## src/rfkm_pkg.sv

```systemverilog
// Package: request/response payload types, event codes and frame constants.
package rfkm_pkg;

   // Request kinds
   typedef enum logic [1:0] {
      MODE_KEY    = 2'd0,
      MODE_MOTION = 2'd1,
      MODE_TICK   = 2'd2,
      MODE_UNUSED = 2'd3
   } mode_type;

   // Register indexes
   localparam logic [1:0] CSR_MOUSE_GAIN   = 2'd0;
   localparam logic [1:0] CSR_INVERT_VERT  = 2'd1;
   localparam logic [1:0] CSR_LEFT_SWITCH  = 2'd2;
   localparam logic [1:0] CSR_RIGHT_SWITCH = 2'd3;

   localparam int CSR_DATA_W = 16;

   // Event codes
   localparam logic [9:0] CODE_REL_X   = 10'd0;
   localparam logic [9:0] CODE_REL_Y   = 10'd1;
   localparam logic [9:0] CODE_MOUSE_L = 10'd272;
   localparam logic [9:0] CODE_MOUSE_R = 10'd273;

   localparam int FRAME_LEN  = 18;
   localparam int IDX_W      = 5;
   localparam logic [IDX_W-1:0] LAST_IDX = IDX_W'(FRAME_LEN - 1);

   // Frame byte positions
   localparam logic [IDX_W-1:0] B_SWITCH  = 5'd5;
   localparam logic [IDX_W-1:0] B_MX_LO   = 5'd6;
   localparam logic [IDX_W-1:0] B_MX_HI   = 5'd7;
   localparam logic [IDX_W-1:0] B_MY_LO   = 5'd8;
   localparam logic [IDX_W-1:0] B_MY_HI   = 5'd9;
   localparam logic [IDX_W-1:0] B_LBTN    = 5'd12;
   localparam logic [IDX_W-1:0] B_RBTN    = 5'd13;
   localparam logic [IDX_W-1:0] B_KEY_LO  = 5'd14;
   localparam logic [IDX_W-1:0] B_KEY_HI  = 5'd15;

   // Stick channels sit at centre
   localparam logic [10:0] CH_CENTER = 11'd1024;

   typedef struct packed {
      logic [1:0]         mode;
      logic [9:0]         event_code;
      logic signed [31:0] event_value;
   } req_type;

   typedef struct packed {
      logic [7:0] frame_byte;
      logic       last_byte;
   } rsp_type;

   typedef struct packed {
      logic       hit;
      logic [3:0] bit_idx;
   } key_hit_type;

   // evdev key code to key mask bit
   function automatic key_hit_type key_lookup(input logic [9:0] code);
      key_hit_type r;
      r = '{hit: 1'b1, bit_idx: 4'd0};
      unique case (code)
         10'd17:         r.bit_idx = 4'd0;
         10'd31:         r.bit_idx = 4'd1;
         10'd32:         r.bit_idx = 4'd2;
         10'd30:         r.bit_idx = 4'd3;
         10'd42, 10'd54: r.bit_idx = 4'd4;
         10'd29, 10'd97: r.bit_idx = 4'd5;
         10'd16:         r.bit_idx = 4'd6;
         10'd18:         r.bit_idx = 4'd7;
         10'd19:         r.bit_idx = 4'd8;
         10'd33:         r.bit_idx = 4'd9;
         10'd34:         r.bit_idx = 4'd10;
         10'd44:         r.bit_idx = 4'd11;
         10'd45:         r.bit_idx = 4'd12;
         10'd46:         r.bit_idx = 4'd13;
         10'd47:         r.bit_idx = 4'd14;
         10'd48:         r.bit_idx = 4'd15;
         default:        r.hit     = 1'b0;
      endcase
      return r;
   endfunction

endpackage

```

## src/remote_frame_from_key_mouse.sv

```systemverilog
// Top level: key/mouse event tracker and 18-byte remote frame streamer.
//
//  port group | dir | handshake            | payload
//  -----------+-----+----------------------+----------------------------------
//  req_       | in  | req_valid/req_stall  | mode, event_code, event_value
//  rsp_       | out | rsp_valid/rsp_stall  | frame_byte, last_byte
//  csr_       | in  | csr_wr_en            | csr_index, csr_wdata (16 bit)
//
//  Key and motion requests update state at the edge they are taken: one per cycle.
//  A tick registers sum*gain products and a snapshot of keys/buttons, clears the
//  sums, then the streamer sends 18 bytes, one per cycle of the output register
//  while rsp_stall is low. A tick is held off while the previous frame is still
//  streaming; key and motion requests keep flowing meanwhile.
//  Synchronous active-high reset; control, state and config registers get defaults.
//  rsp_stall holds output register and streamer; key and motion requests never wait.
module remote_frame_from_key_mouse #(
   parameter int SUM_BITS = 32
) (
   input  logic                                clock,
   input  logic                                reset,
   input  logic                                req_valid,
   output logic                                req_stall,
   input  rfkm_pkg::req_type                   req_data,
   output logic                                rsp_valid,
   input  logic                                rsp_stall,
   output rfkm_pkg::rsp_type                   rsp_data,
   input  logic                                csr_wr_en,
   input  logic [1:0]                          csr_index,
   input  logic [rfkm_pkg::CSR_DATA_W-1:0]     csr_wdata
);
   import rfkm_pkg::*;

   // adder width: holds sum and a 32 bit delta plus carry
   localparam int AW = ((SUM_BITS > 32) ? SUM_BITS : 32) + 1;
   // product width, then scaled width with room for negation
   localparam int PW = SUM_BITS + 16;
   localparam int NW = PW - 7;

   localparam logic signed [AW-1:0] SUM_MAX =
      {{(AW-SUM_BITS+1){1'b0}}, {(SUM_BITS-1){1'b1}}};
   localparam logic signed [AW-1:0] SUM_MIN = ~SUM_MAX;
   localparam logic signed [NW-1:0] MOUSE_MAX = NW'(32767);
   localparam logic signed [NW-1:0] MOUSE_MIN = -NW'(32768);

   // ---------------- configuration ----------------
   logic signed [15:0] gain_ff, gain_in;
   logic               inv_ff, inv_in;
   logic [1:0]         lsw_ff, lsw_in;
   logic [1:0]         rsw_ff, rsw_in;

   always_comb begin
      gain_in = gain_ff;
      inv_in  = inv_ff;
      lsw_in  = lsw_ff;
      rsw_in  = rsw_ff;
      if (csr_wr_en) begin
         unique case (csr_index)
            CSR_MOUSE_GAIN:   gain_in = csr_wdata;
            CSR_INVERT_VERT:  inv_in  = csr_wdata[0];
            CSR_LEFT_SWITCH:  lsw_in  = csr_wdata[1:0];
            CSR_RIGHT_SWITCH: rsw_in  = csr_wdata[1:0];
            default:          ;
         endcase
      end
   end

   // ---------------- request side ----------------
   logic                       busy_ff, busy_in;
   logic [IDX_W-1:0]           idx_ff, idx_in;
   logic                       out_load, send, send_last;
   logic                       req_take, is_tick;
   mode_type                   mode;

   assign mode      = mode_type'(req_data.mode);
   assign is_tick   = (mode == MODE_TICK);
   assign out_load  = !rsp_valid || !rsp_stall;
   assign send      = busy_ff && out_load;
   assign send_last = send && (idx_ff == LAST_IDX);
   // tick waits for the frame buffer; a tick may follow the last byte directly
   assign req_stall = is_tick && busy_ff && !send_last;
   assign req_take  = req_valid && !req_stall;

   // ---------------- key/button/motion state ----------------
   logic [15:0]                key_ff, key_in;
   logic                       lbtn_ff, lbtn_in, rbtn_ff, rbtn_in;
   logic signed [SUM_BITS-1:0] hsum_ff, hsum_in, vsum_ff, vsum_in;
   logic signed [SUM_BITS-1:0] sat_sum;
   logic signed [AW-1:0]       add_a, add_r;
   logic                       pressed;
   key_hit_type                khit;

   assign pressed = |req_data.event_value;
   assign khit    = key_lookup(req_data.event_code);

   // one saturating adder shared by both axes
   always_comb begin
      add_a = (req_data.event_code == CODE_REL_X) ? AW'(hsum_ff) : AW'(vsum_ff);
      add_r = add_a + AW'(req_data.event_value);
      if (add_r > SUM_MAX)
         sat_sum = SUM_MAX[SUM_BITS-1:0];
      else if (add_r < SUM_MIN)
         sat_sum = SUM_MIN[SUM_BITS-1:0];
      else
         sat_sum = add_r[SUM_BITS-1:0];
   end

   always_comb begin
      key_in  = key_ff;
      lbtn_in = lbtn_ff;
      rbtn_in = rbtn_ff;
      hsum_in = hsum_ff;
      vsum_in = vsum_ff;
      if (req_take) begin
         unique case (mode)
            MODE_KEY: begin
               if (khit.hit)
                  key_in[khit.bit_idx] = pressed;
               else if (req_data.event_code == CODE_MOUSE_L)
                  lbtn_in = pressed;
               else if (req_data.event_code == CODE_MOUSE_R)
                  rbtn_in = pressed;
            end
            MODE_MOTION: begin
               if (req_data.event_code == CODE_REL_X)
                  hsum_in = sat_sum;
               else if (req_data.event_code == CODE_REL_Y)
                  vsum_in = sat_sum;
            end
            MODE_TICK: begin
               hsum_in = '0;
               vsum_in = '0;
            end
            default: ;
         endcase
      end
   end

   // ---------------- tick capture ----------------
   logic signed [PW-1:0] px_ff, px_in, py_ff, py_in;
   logic [15:0]          skey_ff, skey_in;
   logic                 slb_ff, slb_in, srb_ff, srb_in;
   logic                 tick_take;

   assign tick_take = req_take && is_tick;

   always_comb begin
      px_in   = px_ff;
      py_in   = py_ff;
      skey_in = skey_ff;
      slb_in  = slb_ff;
      srb_in  = srb_ff;
      if (tick_take) begin
         px_in   = PW'(hsum_ff) * PW'(gain_ff);
         py_in   = PW'(vsum_ff) * PW'(gain_ff);
         skey_in = key_ff;
         slb_in  = lbtn_ff;
         srb_in  = rbtn_ff;
      end
   end

   // Q8.8 scale: truncate toward zero, optional negate, clamp to int16
   function automatic logic [15:0] scale_word(input logic signed [PW-1:0] p,
                                              input logic neg);
      logic signed [PW-1:0] biased;
      logic signed [NW-1:0] q;
      logic signed [NW-1:0] v;
      logic [15:0]          w;
      biased = p + (p[PW-1] ? PW'(255) : PW'(0));
      q      = NW'(signed'(biased[PW-1:8]));
      v      = neg ? -q : q;
      if (v > MOUSE_MAX)
         w = MOUSE_MAX[15:0];
      else if (v < MOUSE_MIN)
         w = MOUSE_MIN[15:0];
      else
         w = v[15:0];
      return w;
   endfunction

   // products hold for the whole frame; words are ready well before byte 6
   logic [15:0] mx_ff, mx_in, my_ff, my_in;
   assign mx_in = scale_word(px_ff, 1'b0);
   assign my_in = scale_word(py_ff, inv_ff);

   // ---------------- frame streamer ----------------
   logic [7:0] byte_sel;
   rsp_type    rsp_ff, rsp_in;
   logic       rsp_valid_ff, rsp_valid_in;

   always_comb begin
      case (idx_ff)
         5'd0:      byte_sel = CH_CENTER[7:0];
         5'd1:      byte_sel = {CH_CENTER[4:0], CH_CENTER[10:8]};
         5'd2:      byte_sel = {CH_CENTER[1:0], CH_CENTER[10:5]};
         5'd3:      byte_sel = CH_CENTER[9:2];
         5'd4:      byte_sel = {CH_CENTER[6:0], CH_CENTER[10]};
         B_SWITCH:  byte_sel = {lsw_ff, rsw_ff, CH_CENTER[10:7]};
         B_MX_LO:   byte_sel = mx_ff[7:0];
         B_MX_HI:   byte_sel = mx_ff[15:8];
         B_MY_LO:   byte_sel = my_ff[7:0];
         B_MY_HI:   byte_sel = my_ff[15:8];
         B_LBTN:    byte_sel = {7'd0, slb_ff};
         B_RBTN:    byte_sel = {7'd0, srb_ff};
         B_KEY_LO:  byte_sel = skey_ff[7:0];
         B_KEY_HI:  byte_sel = skey_ff[15:8];
         5'd16:     byte_sel = CH_CENTER[7:0];
         LAST_IDX:  byte_sel = {5'd0, CH_CENTER[10:8]};
         default:   byte_sel = 8'd0;
      endcase
   end

   always_comb begin
      busy_in      = busy_ff;
      idx_in       = idx_ff;
      rsp_in       = rsp_ff;
      rsp_valid_in = rsp_valid_ff;
      if (out_load)
         rsp_valid_in = 1'b0;
      if (send) begin
         rsp_valid_in     = 1'b1;
         rsp_in.frame_byte = byte_sel;
         rsp_in.last_byte  = (idx_ff == LAST_IDX);
         idx_in            = idx_ff + IDX_W'(1);
         if (idx_ff == LAST_IDX)
            busy_in = 1'b0;
      end
      if (tick_take) begin
         busy_in = 1'b1;
         idx_in  = '0;
      end
   end

   assign rsp_valid = rsp_valid_ff;
   assign rsp_data  = rsp_ff;

   // ---------------- registers ----------------
   always_ff @(posedge clock) begin
      if (reset) begin
         gain_ff      <= 16'sd256;
         inv_ff       <= 1'b0;
         lsw_ff       <= 2'd1;
         rsw_ff       <= 2'd3;
         key_ff       <= '0;
         lbtn_ff      <= 1'b0;
         rbtn_ff      <= 1'b0;
         hsum_ff      <= '0;
         vsum_ff      <= '0;
         busy_ff      <= 1'b0;
         idx_ff       <= '0;
         rsp_valid_ff <= 1'b0;
      end else begin
         gain_ff      <= gain_in;
         inv_ff       <= inv_in;
         lsw_ff       <= lsw_in;
         rsw_ff       <= rsw_in;
         key_ff       <= key_in;
         lbtn_ff      <= lbtn_in;
         rbtn_ff      <= rbtn_in;
         hsum_ff      <= hsum_in;
         vsum_ff      <= vsum_in;
         busy_ff      <= busy_in;
         idx_ff       <= idx_in;
         rsp_valid_ff <= rsp_valid_in;
      end
   end

   always_ff @(posedge clock) begin
      px_ff   <= px_in;
      py_ff   <= py_in;
      skey_ff <= skey_in;
      slb_ff  <= slb_in;
      srb_ff  <= srb_in;
      mx_ff   <= mx_in;
      my_ff   <= my_in;
      rsp_ff  <= rsp_in;
   end

   // ---------------- assertions ----------------
   a_idx_range: assert property (@(posedge clock) disable iff (reset)
      busy_ff |-> idx_ff <= LAST_IDX)
      else $error("frame index past last byte");

   a_tick_starts: assert property (@(posedge clock) disable iff (reset)
      tick_take |=> busy_ff && idx_ff == '0)
      else $error("tick did not start a frame");

   a_last_ends: assert property (@(posedge clock) disable iff (reset)
      send_last && !tick_take |=> !busy_ff)
      else $error("frame kept running after last byte");

   a_last_flag: assert property (@(posedge clock) disable iff (reset)
      send |=> rsp_valid_ff && (rsp_ff.last_byte == ($past(idx_ff) == LAST_IDX)))
      else $error("last byte flag out of step with index");

endmodule
```

## config.mk

```make
export PLATFORM = sky130hd
export DESIGN_NAME = remote_frame_from_key_mouse
export DESIGN_NICKNAME = d
export VERILOG_FILES = /design/src/rfkm_pkg.sv /design/src/remote_frame_from_key_mouse.sv
export SDC_FILE = /design/constraint.sdc
export NUM_CORES = 2
export LEC_CHECK = 0
export BUFFER_PORTS_ARGS = -buffer_cell sky130_fd_sc_hd__buf_2
export CORE_ASPECT_RATIO = 0.75
export CORE_MARGIN = 8
export CORE_UTILIZATION = 65
export CTS_CLUSTER_DIAMETER = 30
export DETAILED_ROUTE_END_ITERATION = 16
export PLACE_DENSITY_LB_ADDON = 0.05
export SLEW_MARGIN = 20
export SYNTH_ARGS = -nofsm -noshare
export SYNTH_HDL_FRONTEND = slang
export SYNTH_SLANG_ARGS = --single-unit
export TNS_END_PERCENT = 30
```

## constraint.sdc

```tcl
create_clock -name clock -period 8.05 [get_ports clock]
set_input_delay 2.415 -clock clock [delete_from_list [all_inputs] [get_ports clock]]
set_output_delay 2.415 -clock clock [all_outputs]
set_load 0.005 [all_outputs]
```

* Word level (Yosys, flattened, before mapping) *
Cells that the tools add are included.

word-level totals
  register bits after elaboration = 265
  word-level logic and storage cells = 139

operators by class
  $mul = 2
  bitwise gates (word level) = 2
  equality and inequality tests = 42
  magnitude comparators = 8
  mux-type cells = 24
  $add $sub $neg = 5
  reductions and logical operators = 35

operator list
  operator                                                         number
  2-to-1 mux 32 bit                                                5
  one-hot mux 32 bit (2 select lines)                              2
  equality test 10 x 6 -> 1 bit, second input constant             10
  adder 48 x 9 -> 48 bit                                           2
  multiplier 32 x 16 -> 48 bit                                     2
  one-hot mux 8 bit (12 select lines)                              1
  equality test 10 x 5 -> 1 bit, second input constant             7
  one-hot mux 4 bit (15 select lines)                              1
  greater-than comparator 41 x 16 -> 1 bit, second input constant  1
  less-than comparator 41 x 16 -> 1 bit, second input constant     1
  2-to-1 mux 41 bit                                                1
  negator 40 -> 41 bit                                             1
  greater-than comparator 40 x 16 -> 1 bit, second input constant  1
  less-than comparator 40 x 16 -> 1 bit, second input constant     1
  adder 33 x 32 -> 33 bit                                          1
  greater-than comparator 33 x 32 -> 1 bit, second input constant  1
  less-than comparator 33 x 32 -> 1 bit, second input constant     1
  2-to-1 mux 33 bit                                                1
  2-to-1 mux 16 bit                                                2
  OR reduction 32 bit                                              1
  equality test 5 x 4 -> 1 bit, second input constant              6
  equality test 10 x 9 -> 1 bit, second input constant             2
  equality test 5 x 3 -> 1 bit, second input constant              4
  OR reduction 18 bit                                              1
  27 further kinds                                                 62

* Logic depth before layout (Yosys ltp) *
  depth in word-level cells = 11
  mapped depth = 29

* Worst setup path after synthesis *
No wires, ideal clock.

  path type = input port to flip-flop
  from = input port req_data[32] (netlist bit)
  to = register vsum_ff[11]
  data required time = 7918 ps
  slack = 697 ps
  stages on the path = 23
  arrival time = 7221 ps
  cell sequence = clkbuf_1 nor2_1 nand2_1 nor2_1 nand2_1 buf_1 mux2_2 ha_1 fa_1 a21o_1 a21oi_1 o21ai_0 a21oi_1 nor3_1 o211ai_1 o21ai_0 a211o_1 a22oi_1 nand2_1 clkbuf_1 buf_1 a21oi_1 a21oi_1

on the way
  cells in the longest elaborated chain, start to end = 9
  elaborated cells between the ends (all ways) = 14
  classes of those cells = add/sub: 1; order compare: 2; eq/ne: 3; mux: 6; reduce/logical: 2

ends and longest elaborated chain
  item                                   line                                                                   source
  start, declared                        remote_frame_from_key_mouse.sv:23                                      input rfkm_pkg::req_type req_data,
  logical NOT 10 bit                     remote_frame_from_key_mouse.sv:97, remote_frame_from_key_mouse.sv:124
  2-to-1 mux 33 bit                      remote_frame_from_key_mouse.sv:97                                      add_a = (req_data.event_code == CODE_REL_X) ? AW'(hsum_ff) : AW'(vsum_ff);
  adder 33 x 32 -> 33 bit                remote_frame_from_key_mouse.sv:98                                      add_r = add_a + AW'(req_data.event_value);
  less-than comparator 33 x 32 -> 1 bit  remote_frame_from_key_mouse.sv:101                                     else if (add_r < SUM_MIN)
  2-to-1 mux 32 bit                      remote_frame_from_key_mouse.sv:101
  2-to-1 mux 32 bit                      remote_frame_from_key_mouse.sv:99                                      if (add_r > SUM_MAX)
  2-to-1 mux 32 bit                      remote_frame_from_key_mouse.sv:126                                     else if (req_data.event_code == CODE_REL_Y)
  2-to-1 mux 32 bit                      remote_frame_from_key_mouse.sv:124                                     if (req_data.event_code == CODE_REL_X)
  one-hot mux 32 bit (2 select lines)    remote_frame_from_key_mouse.sv:114                                     unique case (mode)
  end signal, assigned                   remote_frame_from_key_mouse.sv:260                                     vsum_ff <= vsum_in;
  end, declared                          remote_frame_from_key_mouse.sv:86                                      logic signed [SUM_BITS-1:0] hsum_ff, hsum_in, vsum_ff, vsum_in;

Parallel ways exist; a longest one is shown, timed or not. The select of a mux whose other input is x is not followed.
A chain may end at the register's enable or synchronous reset.

* Worst setup path after layout *
  from = register hsum_ff[11]
  to = register px_ff[44] (data pin)

on the way
  cells in the longest elaborated chain, start to end = 1

ends and longest elaborated chain
  item                          line                                source
  start, declared               remote_frame_from_key_mouse.sv:86
  start signal, assigned        remote_frame_from_key_mouse.sv:259  hsum_ff <= hsum_in;
  multiplier 32 x 16 -> 48 bit  remote_frame_from_key_mouse.sv:153  px_in = PW'(hsum_ff) * PW'(gain_ff);
  end signal, assigned          remote_frame_from_key_mouse.sv:268  px_ff <= px_in;
  end, declared                 remote_frame_from_key_mouse.sv:139  logic signed [PW-1:0] px_ff, px_in, py_ff, py_in;

No other way between the ends.

==> out/results.txt <==
Peak VDD IR = 0.000208 V
Min-Delay Endpoint = skey_ff[10]
setup TNS = 0 ns
DRT iter0 DRCs = 3507
Area growth syn-to-layout = 8.13%
Synthesized Nets = 6898
Main synth FF type = dfxtp_1
met3 WL post-DR = 13.7 mm
Slew headroom = 26.3%
post-synthesis xor/xnor area fraction = 3.55%
PwrDens = 105 nW/µm²
TritonCTS Buffers = 67
r2r setup slk = 0.27 ns
remaining routing DRC violations = 0
R2R cell count = 25
Clock Latency Late Sink = 0.62 ns
most area-hungry cell type in the Yosys netlist = fa_1
CTS sink count = 265
Final Hold Violating Endpoints = 0
post-placement cell count = 6556
Die W = 336 µm
worst reg2reg path startpoint = hsum_ff[11]
count leader, synth = inv_1
Filler Cell Count = 6203
wire length per cell = 20.1 µm
Final Critical Period = 7.78 ns
Cell Area, Synth = 49900 µm²
setup bufs post-CTS = 0
Post-Synth Simple-Gate Area = 16.7%
Leak = 26.2 nW
worst slew pin tran = 1.10 ns
Yosys top cell area share = 39.1%
total iterations of the first detailed-routing run = 5
sequential cell fraction of total power = 28.7%
CP Data Arrival Time = 8.12 ns
Tot GR Track Use = 31.9%
worst-path maximum fanout = 11
CTS H-tree lvls = 3
Die Span Y = 256 µm
cell count after synthesis = 5575
initial antenna violation count = 3
async set-reset flop share out of synthesis = 0%
Starting Density = 65.3%
mux contribution to synthesized area = 1.03%
global route overflow = 0
met1 wire length = 57.4 mm
Warnings, synthesis = 0
post-synthesis sequential area ratio = 13.1%
fin. max-slew vios = 0
Min Hold Slack = 0.421 ns
IO Port Bufs = 77
clock transition at the registers of the reported paths = 0.05 ns
gpl congestion = 0.977
core area = 76400 µm²
antenna-violating nets left = 0
Post-synth EDFFs = 123
cts hold-fix bufs = 0
CTS tree = done
global-route wire length before repair = 216 mm
switching part of the total = 33.9%
share of cells above drive strength 1 = 7.30%
post-route insts no fill = 6683
largest net degree at the start of global routing = 67
crit path capture type = flop
worst r2r dst = px_ff[44]
Yosys reg bits = 265
combinational power share = 23.7%
Synth area leaders = fa_1, inv_1, edfxtp_1
row count = 88
CP Launch Type = flop
period utilization = 96.7%
Yosys cell types = 91
Psw = 1.93 mW
CTS root buffer = clkbuf_16
adder-cell area share of the yosys netlist = 46.2%
Compound-Gate Fraction of Synth Area = 8.63%
most frequent cells after synthesis = inv_1, fa_1, nand2_1, and2_1, ha_1
hold path depth = 0
worst setup path class = reg2reg
vias in the first global route = 39.3k
num ports = 78
Die Area = 85900 µm²
status = finished clean
max layer used = met5
DP Worst Slack = 0.179 ns
DR vias/cell = 5.72
Syn Area/Cell = 8.95 µm²
WP data required = 8.39 ns
clock network fraction of total power = 47.6%
Total Nets Final = 6913
Final WS setup = 0.265 ns
fmax = 128 MHz
Met2 Wirelength = 58.7 mm
largest family of logic cells by synthesized area = adder cells
DR vias = 38.3k
post-cts repair resize count = 0
Routed WL = 134 mm
unrepaired setup endpoints after global routing = false
maximum root-to-sink buffer count = 3
Fin Clk Skew = 0.0201 ns
# setup viols final = 0
Hold Path Origin = key_ff[10]
Hold Crit Class = reg2reg
internal power = 3.76 mW
dpl hpwl = 108 mm
Max-Cap Viols = 0
Power, Total = 5.69 mW
[area by class of cell]
| cell class | count | area (µm²) | area share (%) |
|---|---|---|---|
| Antenna cell | 5 | 12.5 | 0.0232 |
| Clock buffer | 81 | 1780 | 3.30 |
| Clock inverter | 41 | 484 | 0.898 |
| Inverter | 1166 | 4380 | 8.12 |
| Multi-Input combinational cell | 3883 | 38000 | 70.5 |
| Sequential cell | 265 | 6570 | 12.2 |
| Tap cell | 1035 | 1290 | 2.40 |
| Timing Repair Buffer | 207 | 1420 | 2.63 |
[critical path, stage by stage, from the launching register on]
cell and delay [ns]:
dfxtp_1 0.69, and2_1 0.23, fa_1 0.40, inv_1 0.09, fa_1 0.41, fa_1 0.52
inv_1 0.05, fa_1 0.47, fa_1 0.54, inv_1 0.05, fa_1 0.52, inv_1 0.04
ha_1 0.35, a211o_1 0.30, or3_1 0.32, a211oi_1 0.41, o21ai_1 0.26, buf_4 0.20
a31o_2 0.25, nand4_1 0.09, nand4b_1 0.14, a21oi_1 0.37, o211ai_1 0.17, a31oi_1 0.33
o41ai_1 0.12, xor2_1 0.16
[metal layers]
layer  up-vias  global-route usage, %
met5         -                      0
met4         2                   9.87
met3       225                   7.66
met2      1658                   47.4
met1     19100                   46.3
li1      17200                      -
[layout by cell type (no fill, tap or decap), types with 121 or more instances in the layout]
cell	instances
dfxtp_1	121
a21oi_1	199
edfxtp_1	123
and2_1	428
fa_1	973
o21ai_0	158
xnor2_1	136
nand2_1	729
nor2_1	185
buf_4	121
ha_1	283
inv_1	1164
[worst max-delay path by stage]
stage	end	from	slack (ns)	cells past startpoint
detailed placement	py_ff[47]	gain_ff[2]	0.18	26
finish	px_ff[44]	hsum_ff[11]	0.27	25
global route	py_ff[47]	gain_ff[4]	0.0004	27
floorplan	vsum_ff[11]	req_data[32]	0.70	23
global placement	py_ff[47]	gain_ff[2]	0.25	26
CTS	py_ff[47]	gain_ff[2]	0.15	26
[cell families after synthesis]
group / count (synthesis)
buffers and inverters: 1427
XOR/XNOR: 202
adder cells (fa/ha/maj): 1260
flip-flops: 265
AND/OR/NAND/NOR: 1703
multiplexers: 47
AO/OA/AOI/OAI: 671
[power groups by stage]
stage | Combinational, mW | Sequential (mW) | Clock [mW]
5_1_grt | 1.50 | 1.64 | 2.80
6_report | 1.35 | 1.63 | 2.71
3_3_place_gp | 1.31 | 1.65 | 0
2_1_floorplan | 0.960 | 1.56 | 0
4_1_cts | 1.33 | 1.63 | 2.73
3_5_place_dp | 1.33 | 1.65 | 0
[stage by stage]
step	instance area (µm²)	utilization, %
4_1_cts	53900	70.5
2_1_floorplan	49900	-
6_report	53900	70.6
3_5_place_dp	51600	67.5
3_3_place_gp	51600	67.5
5_1_grt	53900	70.6
[flip-flops by register name, summed over array words and instances, names as in the netlist, 2 cells and up]
| name | flops |
|---|---|
| gain_ff | 16 |
| hsum_ff | 32 |
| idx_ff | 5 |
| key_ff | 16 |
| lsw_ff | 2 |
| mx_ff | 16 |
| my_ff | 16 |
| px_ff | 48 |
| py_ff | 48 |
| rsp_data | 9 |
| rsw_ff | 2 |
| skey_ff | 16 |
| vsum_ff | 32 |
Power figures use the tool's default switching activity.
